===== src/rtl/core/shs_pkg.sv =====
`default_nettype none

package shs_pkg;

    // eight 32-bit words, index 0 is a / H0
    typedef logic [7:0][31:0] word_arr_t;

    // sequencer states
    typedef enum logic [4:0] {
        ST_IDLE  = 5'b00001,
        ST_ROUND = 5'b00010,
        ST_FINAL = 5'b00100,
        ST_PAD   = 5'b01000,
        ST_OUT   = 5'b10000
    } state_t;

    // control from sequencer to the message window
    typedef struct packed {
        logic       push;
        logic       step;
        logic [7:0] data;
    } win_ctrl_t;

    // control from sequencer to the round unit
    typedef struct packed {
        logic       load;
        logic       step;
        logic [5:0] round;
    } round_ctrl_t;

    localparam logic [7:0] PAD_MARKER = 8'h80;
    localparam logic [5:0] LEN_OFFSET = 6'd56;
    localparam logic [5:0] LAST_ROUND = 6'd63;
    localparam logic [5:0] LAST_FILL  = 6'd63;
    localparam logic [2:0] LAST_IDX   = 3'd7;

    // initial hash values, H7 first in the concatenation
    localparam word_arr_t INIT_HASH = {
        32'h5be0cd19, 32'h1f83d9ab, 32'h9b05688c, 32'h510e527f,
        32'ha54ff53a, 32'h3c6ef372, 32'hbb67ae85, 32'h6a09e667
    };

    // round constants
    localparam logic [31:0] ROUND_K [64] = '{
        32'h428a2f98, 32'h71374491, 32'hb5c0fbcf, 32'he9b5dba5,
        32'h3956c25b, 32'h59f111f1, 32'h923f82a4, 32'hab1c5ed5,
        32'hd807aa98, 32'h12835b01, 32'h243185be, 32'h550c7dc3,
        32'h72be5d74, 32'h80deb1fe, 32'h9bdc06a7, 32'hc19bf174,
        32'he49b69c1, 32'hefbe4786, 32'h0fc19dc6, 32'h240ca1cc,
        32'h2de92c6f, 32'h4a7484aa, 32'h5cb0a9dc, 32'h76f988da,
        32'h983e5152, 32'ha831c66d, 32'hb00327c8, 32'hbf597fc7,
        32'hc6e00bf3, 32'hd5a79147, 32'h06ca6351, 32'h14292967,
        32'h27b70a85, 32'h2e1b2138, 32'h4d2c6dfc, 32'h53380d13,
        32'h650a7354, 32'h766a0abb, 32'h81c2c92e, 32'h92722c85,
        32'ha2bfe8a1, 32'ha81a664b, 32'hc24b8b70, 32'hc76c51a3,
        32'hd192e819, 32'hd6990624, 32'hf40e3585, 32'h106aa070,
        32'h19a4c116, 32'h1e376c08, 32'h2748774c, 32'h34b0bcb5,
        32'h391c0cb3, 32'h4ed8aa4a, 32'h5b9cca4f, 32'h682e6ff3,
        32'h748f82ee, 32'h78a5636f, 32'h84c87814, 32'h8cc70208,
        32'h90befffa, 32'ha4506ceb, 32'hbef9a3f7, 32'hc67178f2
    };

    // big sigma 0 on a
    function automatic logic [31:0] bsig0(input logic [31:0] x);
        return {x[1:0], x[31:2]} ^ {x[12:0], x[31:13]} ^ {x[21:0], x[31:22]};
    endfunction

    // big sigma 1 on e
    function automatic logic [31:0] bsig1(input logic [31:0] x);
        return {x[5:0], x[31:6]} ^ {x[10:0], x[31:11]} ^ {x[24:0], x[31:25]};
    endfunction

    // small sigma 0 for the schedule
    function automatic logic [31:0] ssig0(input logic [31:0] x);
        return {x[6:0], x[31:7]} ^ {x[17:0], x[31:18]} ^ {3'b000, x[31:3]};
    endfunction

    // small sigma 1 for the schedule
    function automatic logic [31:0] ssig1(input logic [31:0] x);
        return {x[16:0], x[31:17]} ^ {x[18:0], x[31:19]} ^ {10'b0, x[31:10]};
    endfunction

endpackage

`default_nettype wire


===== src/rtl/core/shs_msg_window.sv =====
`default_nettype none

module shs_msg_window
    import shs_pkg::*;
(
    input  wire logic        clk,
    input  wire win_ctrl_t   ctrl,
    output logic [31:0]      w_cur
);

    logic [31:0] win_reg  [16];
    logic [31:0] win_next [16];
    logic [31:0] sched_new;

    // next schedule word from the sixteen-word window
    assign sched_new = ssig1(win_reg[14]) + win_reg[9] + ssig0(win_reg[1]) + win_reg[0];
    assign w_cur     = win_reg[0];

    // byte packing shifts big-endian, round stepping shifts one word
    always_comb
    begin
        win_next = win_reg;
        if (ctrl.push)
        begin
            for (int k = 0; k < 15; k++)
            begin
                win_next[k] = {win_reg[k][23:0], win_reg[k + 1][31:24]};
            end
            win_next[15] = {win_reg[15][23:0], ctrl.data};
        end
        else if (ctrl.step)
        begin
            for (int k = 0; k < 15; k++)
            begin
                win_next[k] = win_reg[k + 1];
            end
            win_next[15] = sched_new;
        end
    end

    // window storage
    always_ff @(posedge clk)
    begin
        win_reg <= win_next;
    end

endmodule

`default_nettype wire


===== src/rtl/core/shs_round_unit.sv =====
`default_nettype none

module shs_round_unit
    import shs_pkg::*;
(
    input  wire logic        clk,
    input  wire round_ctrl_t ctrl,
    input  wire word_arr_t   chain,
    input  wire logic [31:0] w_cur,
    output word_arr_t        vars
);

    word_arr_t   vars_reg;
    word_arr_t   vars_next;
    logic [31:0] t1;
    logic [31:0] t2;
    logic [31:0] ch;
    logic [31:0] maj;

    // round function on a..h
    assign ch  = (vars_reg[4] & vars_reg[5]) ^ (~vars_reg[4] & vars_reg[6]);
    assign maj = (vars_reg[0] & vars_reg[1]) ^ (vars_reg[0] & vars_reg[2])
               ^ (vars_reg[1] & vars_reg[2]);
    assign t1  = vars_reg[7] + bsig1(vars_reg[4]) + ch + ROUND_K[ctrl.round] + w_cur;
    assign t2  = bsig0(vars_reg[0]) + maj;

    always_comb
    begin
        vars_next = vars_reg;
        if (ctrl.load)
        begin
            vars_next = chain;
        end
        else if (ctrl.step)
        begin
            vars_next[7] = vars_reg[6];
            vars_next[6] = vars_reg[5];
            vars_next[5] = vars_reg[4];
            vars_next[4] = vars_reg[3] + t1;
            vars_next[3] = vars_reg[2];
            vars_next[2] = vars_reg[1];
            vars_next[1] = vars_reg[0];
            vars_next[0] = t1 + t2;
        end
    end

    // working variables
    always_ff @(posedge clk)
    begin
        vars_reg <= vars_next;
    end

    assign vars = vars_reg;

endmodule

`default_nettype wire


===== src/rtl/core/sha256_stream_hasher_unit.sv =====
// input: each accepted byte word goes into the block buffer; a full block then runs
// through the rounds in the shared round unit, then the chaining add.
// end of message: 9 to 72 padding bytes one by one and one or two compressions,
// then eight digest words, one per cycle while out_ready is high.
// in_ready is high only in idle: no byte is taken during rounds, padding or output.
// reset (rst_n low, asynchronous): initial hash loaded, length and fill cleared, idle.
`default_nettype none

module sha256_stream_hasher_unit
    import shs_pkg::*;
(
    input  wire logic        clk,
    input  wire logic        rst_n,
    input  wire logic        in_valid,
    output logic             in_ready,
    input  wire logic [7:0]  data_byte,
    input  wire logic        byte_present,
    input  wire logic        end_of_message,
    output logic             out_valid,
    input  wire logic        out_ready,
    output logic [31:0]      digest_word,
    output logic [2:0]       word_index,
    output logic             last_word
);

    state_t      state_reg, state_next;
    word_arr_t   chain_reg, chain_next;
    logic [63:0] len_reg, len_next;
    logic [5:0]  fill_reg, fill_next;
    logic [5:0]  round_reg, round_next;
    logic        pad_active_reg, pad_active_next;
    logic        marker_done_reg, marker_done_next;
    logic        pad_done_reg, pad_done_next;
    logic [2:0]  len_idx_reg, len_idx_next;
    logic [2:0]  out_idx_reg, out_idx_next;

    logic [7:0][7:0] len_octets;
    logic            in_acc;
    logic            out_acc;
    logic            len_phase;
    win_ctrl_t       win_ctrl;
    round_ctrl_t     round_ctrl;
    logic [31:0]     w_cur;
    word_arr_t       vars;

    assign len_octets = len_reg;
    assign in_ready  = (state_reg == ST_IDLE);
    assign out_valid = (state_reg == ST_OUT);
    assign in_acc    = in_valid && in_ready;
    assign out_acc   = out_valid && out_ready;
    assign len_phase = (fill_reg == LEN_OFFSET) || (len_idx_reg != 3'd0);

    // digest words straight from the chaining registers
    assign digest_word = chain_reg[out_idx_reg];
    assign word_index  = out_idx_reg;
    assign last_word   = (out_idx_reg == LAST_IDX);

    // sequencer
    always_comb
    begin
        state_next       = state_reg;
        chain_next       = chain_reg;
        len_next         = len_reg;
        fill_next        = fill_reg;
        round_next       = round_reg;
        pad_active_next  = pad_active_reg;
        marker_done_next = marker_done_reg;
        pad_done_next    = pad_done_reg;
        len_idx_next     = len_idx_reg;
        out_idx_next     = out_idx_reg;
        win_ctrl         = '0;
        round_ctrl       = '0;
        round_ctrl.round = round_reg;

        unique case (state_reg)
            ST_IDLE:
            begin
                if (in_acc)
                begin
                    if (byte_present)
                    begin
                        win_ctrl.push = 1'b1;
                        win_ctrl.data = data_byte;
                        len_next      = len_reg + 64'd8;
                        fill_next     = fill_reg + 6'd1;
                    end
                    if (byte_present && (fill_reg == LAST_FILL))
                    begin
                        state_next      = ST_ROUND;
                        round_ctrl.load = 1'b1;
                        round_next      = 6'd0;
                        pad_active_next = end_of_message;
                    end
                    else if (end_of_message)
                    begin
                        state_next      = ST_PAD;
                        pad_active_next = 1'b1;
                    end
                end
            end

            ST_ROUND:
            begin
                round_ctrl.step = 1'b1;
                win_ctrl.step   = 1'b1;
                round_next      = round_reg + 6'd1;
                if (round_reg == LAST_ROUND)
                begin
                    state_next = ST_FINAL;
                end
            end

            ST_FINAL:
            begin
                for (int k = 0; k < 8; k++)
                begin
                    chain_next[k] = chain_reg[k] + vars[k];
                end
                if (pad_done_reg)
                begin
                    state_next = ST_OUT;
                end
                else if (pad_active_reg)
                begin
                    state_next = ST_PAD;
                end
                else
                begin
                    state_next = ST_IDLE;
                end
            end

            ST_PAD:
            begin
                // marker, then zeros up to the length field, then the bit count
                win_ctrl.push = 1'b1;
                fill_next     = fill_reg + 6'd1;
                if (!marker_done_reg)
                begin
                    win_ctrl.data    = PAD_MARKER;
                    marker_done_next = 1'b1;
                end
                else if (len_phase)
                begin
                    win_ctrl.data = len_octets[LAST_IDX - len_idx_reg];
                    len_idx_next  = len_idx_reg + 3'd1;
                    if (len_idx_reg == LAST_IDX)
                    begin
                        pad_done_next = 1'b1;
                    end
                end
                else
                begin
                    win_ctrl.data = 8'h00;
                end
                if (fill_reg == LAST_FILL)
                begin
                    state_next      = ST_ROUND;
                    round_ctrl.load = 1'b1;
                    round_next      = 6'd0;
                end
            end

            ST_OUT:
            begin
                if (out_acc)
                begin
                    out_idx_next = out_idx_reg + 3'd1;
                    if (out_idx_reg == LAST_IDX)
                    begin
                        state_next       = ST_IDLE;
                        chain_next       = INIT_HASH;
                        len_next         = 64'd0;
                        fill_next        = 6'd0;
                        pad_active_next  = 1'b0;
                        marker_done_next = 1'b0;
                        pad_done_next    = 1'b0;
                        len_idx_next     = 3'd0;
                    end
                end
            end

            default:
            begin
                state_next = ST_IDLE;
            end
        endcase
    end

    // state registers
    always_ff @(posedge clk or negedge rst_n)
    begin
        if (!rst_n)
        begin
            state_reg       <= ST_IDLE;
            chain_reg       <= INIT_HASH;
            len_reg         <= 64'd0;
            fill_reg        <= 6'd0;
            round_reg       <= 6'd0;
            pad_active_reg  <= 1'b0;
            marker_done_reg <= 1'b0;
            pad_done_reg    <= 1'b0;
            len_idx_reg     <= 3'd0;
            out_idx_reg     <= 3'd0;
        end
        else
        begin
            state_reg       <= state_next;
            chain_reg       <= chain_next;
            len_reg         <= len_next;
            fill_reg        <= fill_next;
            round_reg       <= round_next;
            pad_active_reg  <= pad_active_next;
            marker_done_reg <= marker_done_next;
            pad_done_reg    <= pad_done_next;
            len_idx_reg     <= len_idx_next;
            out_idx_reg     <= out_idx_next;
        end
    end

    // block buffer and message schedule
    shs_msg_window u_window (
        .clk   (clk),
        .ctrl  (win_ctrl),
        .w_cur (w_cur)
    );

    // shared round unit
    shs_round_unit u_round (
        .clk   (clk),
        .ctrl  (round_ctrl),
        .chain (chain_reg),
        .w_cur (w_cur),
        .vars  (vars)
    );

endmodule

`default_nettype wire


===== config.mk =====
export PLATFORM = sky130hd
export DESIGN_NAME = sha256_stream_hasher_unit
export DESIGN_NICKNAME = d
export VERILOG_FILES = /design/src/rtl/core/shs_pkg.sv /design/src/rtl/core/shs_msg_window.sv /design/src/rtl/core/shs_round_unit.sv /design/src/rtl/core/sha256_stream_hasher_unit.sv
export SDC_FILE = /design/constraint.sdc
export NUM_CORES = 2
export LEC_CHECK = 0
export BUFFER_PORTS_ARGS = -buffer_cell sky130_fd_sc_hd__buf_2
export CAP_MARGIN = 20
export CORE_ASPECT_RATIO = 0.5
export CORE_MARGIN = 3
export CORE_UTILIZATION = 41
export DETAILED_ROUTE_END_ITERATION = 10
export GPL_ROUTABILITY_DRIVEN = 0
export HOLD_SLACK_MARGIN = 0.06
export SLEW_MARGIN = 20
export SYNTH_ARGS = -nofsm -noshare
export SYNTH_HDL_FRONTEND = slang
export SYNTH_SLANG_ARGS = --single-unit

===== constraint.sdc =====
create_clock -name clk -period 14.4 [get_ports clk]
set_input_delay 0 -clock clk [delete_from_list [all_inputs] [get_ports clk]]
set_output_delay 0 -clock clk [all_outputs]
set_load 0.01 [all_outputs]

==> reports/summary.txt <==
Vias in the first global route = 57390
Global routing met2 resource utilization = 0.3840
Final Hold Viols = 0
Worst Skew = 0.03292 ns
Post-synth top cells = 2373 x nand2_1, 768 x edfxtp_1, 492 x o21ai_0, 487 x a21oi_1, 428 x clkbuf_1
Worst path slowest cell = dfrtp_1
Register Area = 31830 µm²
Crit path time final = 10.20 ns
Worst-path clk slew = 0.08 ns
Post-cts gate resize count = 0
Clock tree root buffer cell = clkbuf_16
Port Buf Inserts = 51
Post-route ant nets = 0
Synth warn = 0
Startpoint Class = flip-flop
Post-route worst setup slack = 4.196 ns
Area grow syn2layout = 8.286%
Synth Instances = 8257
Starting Density = 0.4172
Pin count of the biggest net entering global routing = 228
GRT busiest layer = met2
Syn_area_per_cell = 9.185 µm²
Peak per-stage delay on the critical path = 0.83 ns
DIE AREA = 190500 µm²
Failing checks = DRC
Row count = 110
WHS = 0.1106 ns
Post-route DRC = 3
DP HPWL = 172.6 mm
Synth Cell Area = 75840 µm²
Post-CTS setup buffers = 0
Share of layout cells above drive strength 1 = 0.07771
Hold/Removal Path Class = primary input to async pin
IO Count = 52
Clock Latency Late Sink = 0.77 ns
Final period utilization = 0.7086
Top Family by Delay on Critical Path = adder cells
CTS Hold Bufs = 18
Post-synth top area share = 0.3041
Slew @ Worst Pin = 1.154 ns
Worst rel slew slack = 0.2225
WS Path Type = flip-flop to flip-flop
CP required = 14.88 ns
TNS Setup = 0 ns
CTS H-tree depth = 3
RSZ-0062 raised after global routing = no
GR Util met1 = 0.3354
EDFF count, synth = 768
Outcome = finished with violations
DRT iter0 DRCs = 7050
TritonCTS Buffers = 108
Unique masters post-synth = 85
Fin area = 82130 µm²
CTS tree = built
Clock Sinks = 1111
Count of nets after finishing = 8648
CTS Buffer Depth = 3
Slew Limit Fails = 0
Core ar. = 181800 µm²
DR vias = 60700
WL per Instance = 22.75 µm
Async SR Flop Fraction = 0.3087
Die extent in x = 614.3 µm
Setup violations, final = 0
Top cells by area, synth = edfxtp_1 30%, nand2_1 12%, dfrtp_1 6.8%
F_max = 98.00 MHz
GRT Util Overall = 0.2466
Initial antenna violation count = 9
Crit end category = flip-flop
CP Max Fanout = 20
Met3 Use GR = 0.04915
Worst reg-to-reg setup slack = 4.20 ns
Most frequent CP cell = fa_1
Routed WL = 241.2 mm
Top-count cell post-synth = nand2_1
Predominant post-synthesis flop cell = edfxtp_1
Yosys reg bits = 1111
Leading area contributor after synthesis = edfxtp_1
Number of flip-flops in the largest register = 480
Footprint of the multi-input gates = 41300 µm²
1st-pass router iterations = 11
Die Ht = 310.1 µm
Remaining global-route overflow = 0
Fillers = 17480
Seq/Total Area, Yosys = 0.4195
Syn Nets = 8867
DR vias/cell = 5.728
Max-Cap Viols = 0
CP arrival = 10.68 ns
Dpl ws = 4.581 ns
Post-DP Area = 78090 µm²
Critical path buffers and inverters = 4
First-pass GRT wire length = 360.5 mm
final timing paths:
check / from / end / cells past startpoint
min in group clk: data_byte[6] / u_window.win_reg[6] / 4
max in group asynchronous: rst_n / len_octets[54] / 5
max: round_reg[0] / u_round.vars[31] / 33
min: rst_n / chain_reg[43] / 2
max reg2reg: round_reg[0] / u_round.vars[31] / 33
min reg2reg: marker_done_reg / marker_done_reg / 2
through the flow:
step,util,instances
CTS,0.4517,10600
detailed placement,0.4295,10370
floorplan,-,8257
global placement,0.4295,10370
global route,0.4517,10600
finish,0.4517,10600
layout by cell type, fill, tap and decap left out, drive strengths merged, types with 48 or more instances in the layout:
cell type | netlist | final
a21o | 176 | 176
o31ai | 48 | 48
ha | 401 | 401
mux4 | 82 | 82
nand3 | 166 | 166
a21oi | 487 | 487
nor2 | 395 | 395
xor2 | 245 | 245
and3 | 53 | 53
nand2 | 2373 | 2373
mux2 | 68 | 68
fa | 195 | 195
dfstp | 137 | 137
o21ai | 494 | 494
nand2b | 58 | 58
nor3 | 130 | 130
inv | 285 | 289
dfrtp | 206 | 206
buf | 32 | 114
o21a | 55 | 55
clkbuf | 428 | 139
xnor2 | 377 | 377
a211oi | 48 | 48
edfxtp | 768 | 768
cell families (layout without fill, tap and decap cells):
logic type               after synthesis  in the layout  synth area share
AO/OA/AOI/OAI                       1630           1630            0.1324
multiplexers                         164            164           0.03629
flip-flops                          1111           1111            0.4195
AND/OR/NAND/NOR                     3367           3367            0.1826
other                                  0              1                 0
adder cells (fa/ha/maj)              618            618            0.1205
buffers and inverters                745            621           0.03687
XOR/XNOR                             622            622           0.07183
layout make-up:
cell class | instances | share of cell area
clock buffer | 139 | 0.03542
sequential | 1111 | 0.3876
timing repair buffer | 131 | 0.01223
inverter | 285 | 0.01312
clock inverter | 66 | 0.01123
tap | 2464 | 0.03754
multi-input combinational | 6401 | 0.5029
antenna | 1 | 0.00003047
layer usage:
layer	part of all wire	wire [µm]
met4	0.050	12130
met2	0.44	105900
met3	0.082	19780
met5	0.00078	188
met1	0.43	103100
Power is not shown: default switching activity piles up to over one toggle a cycle in this logic, so the estimate is an artifact.
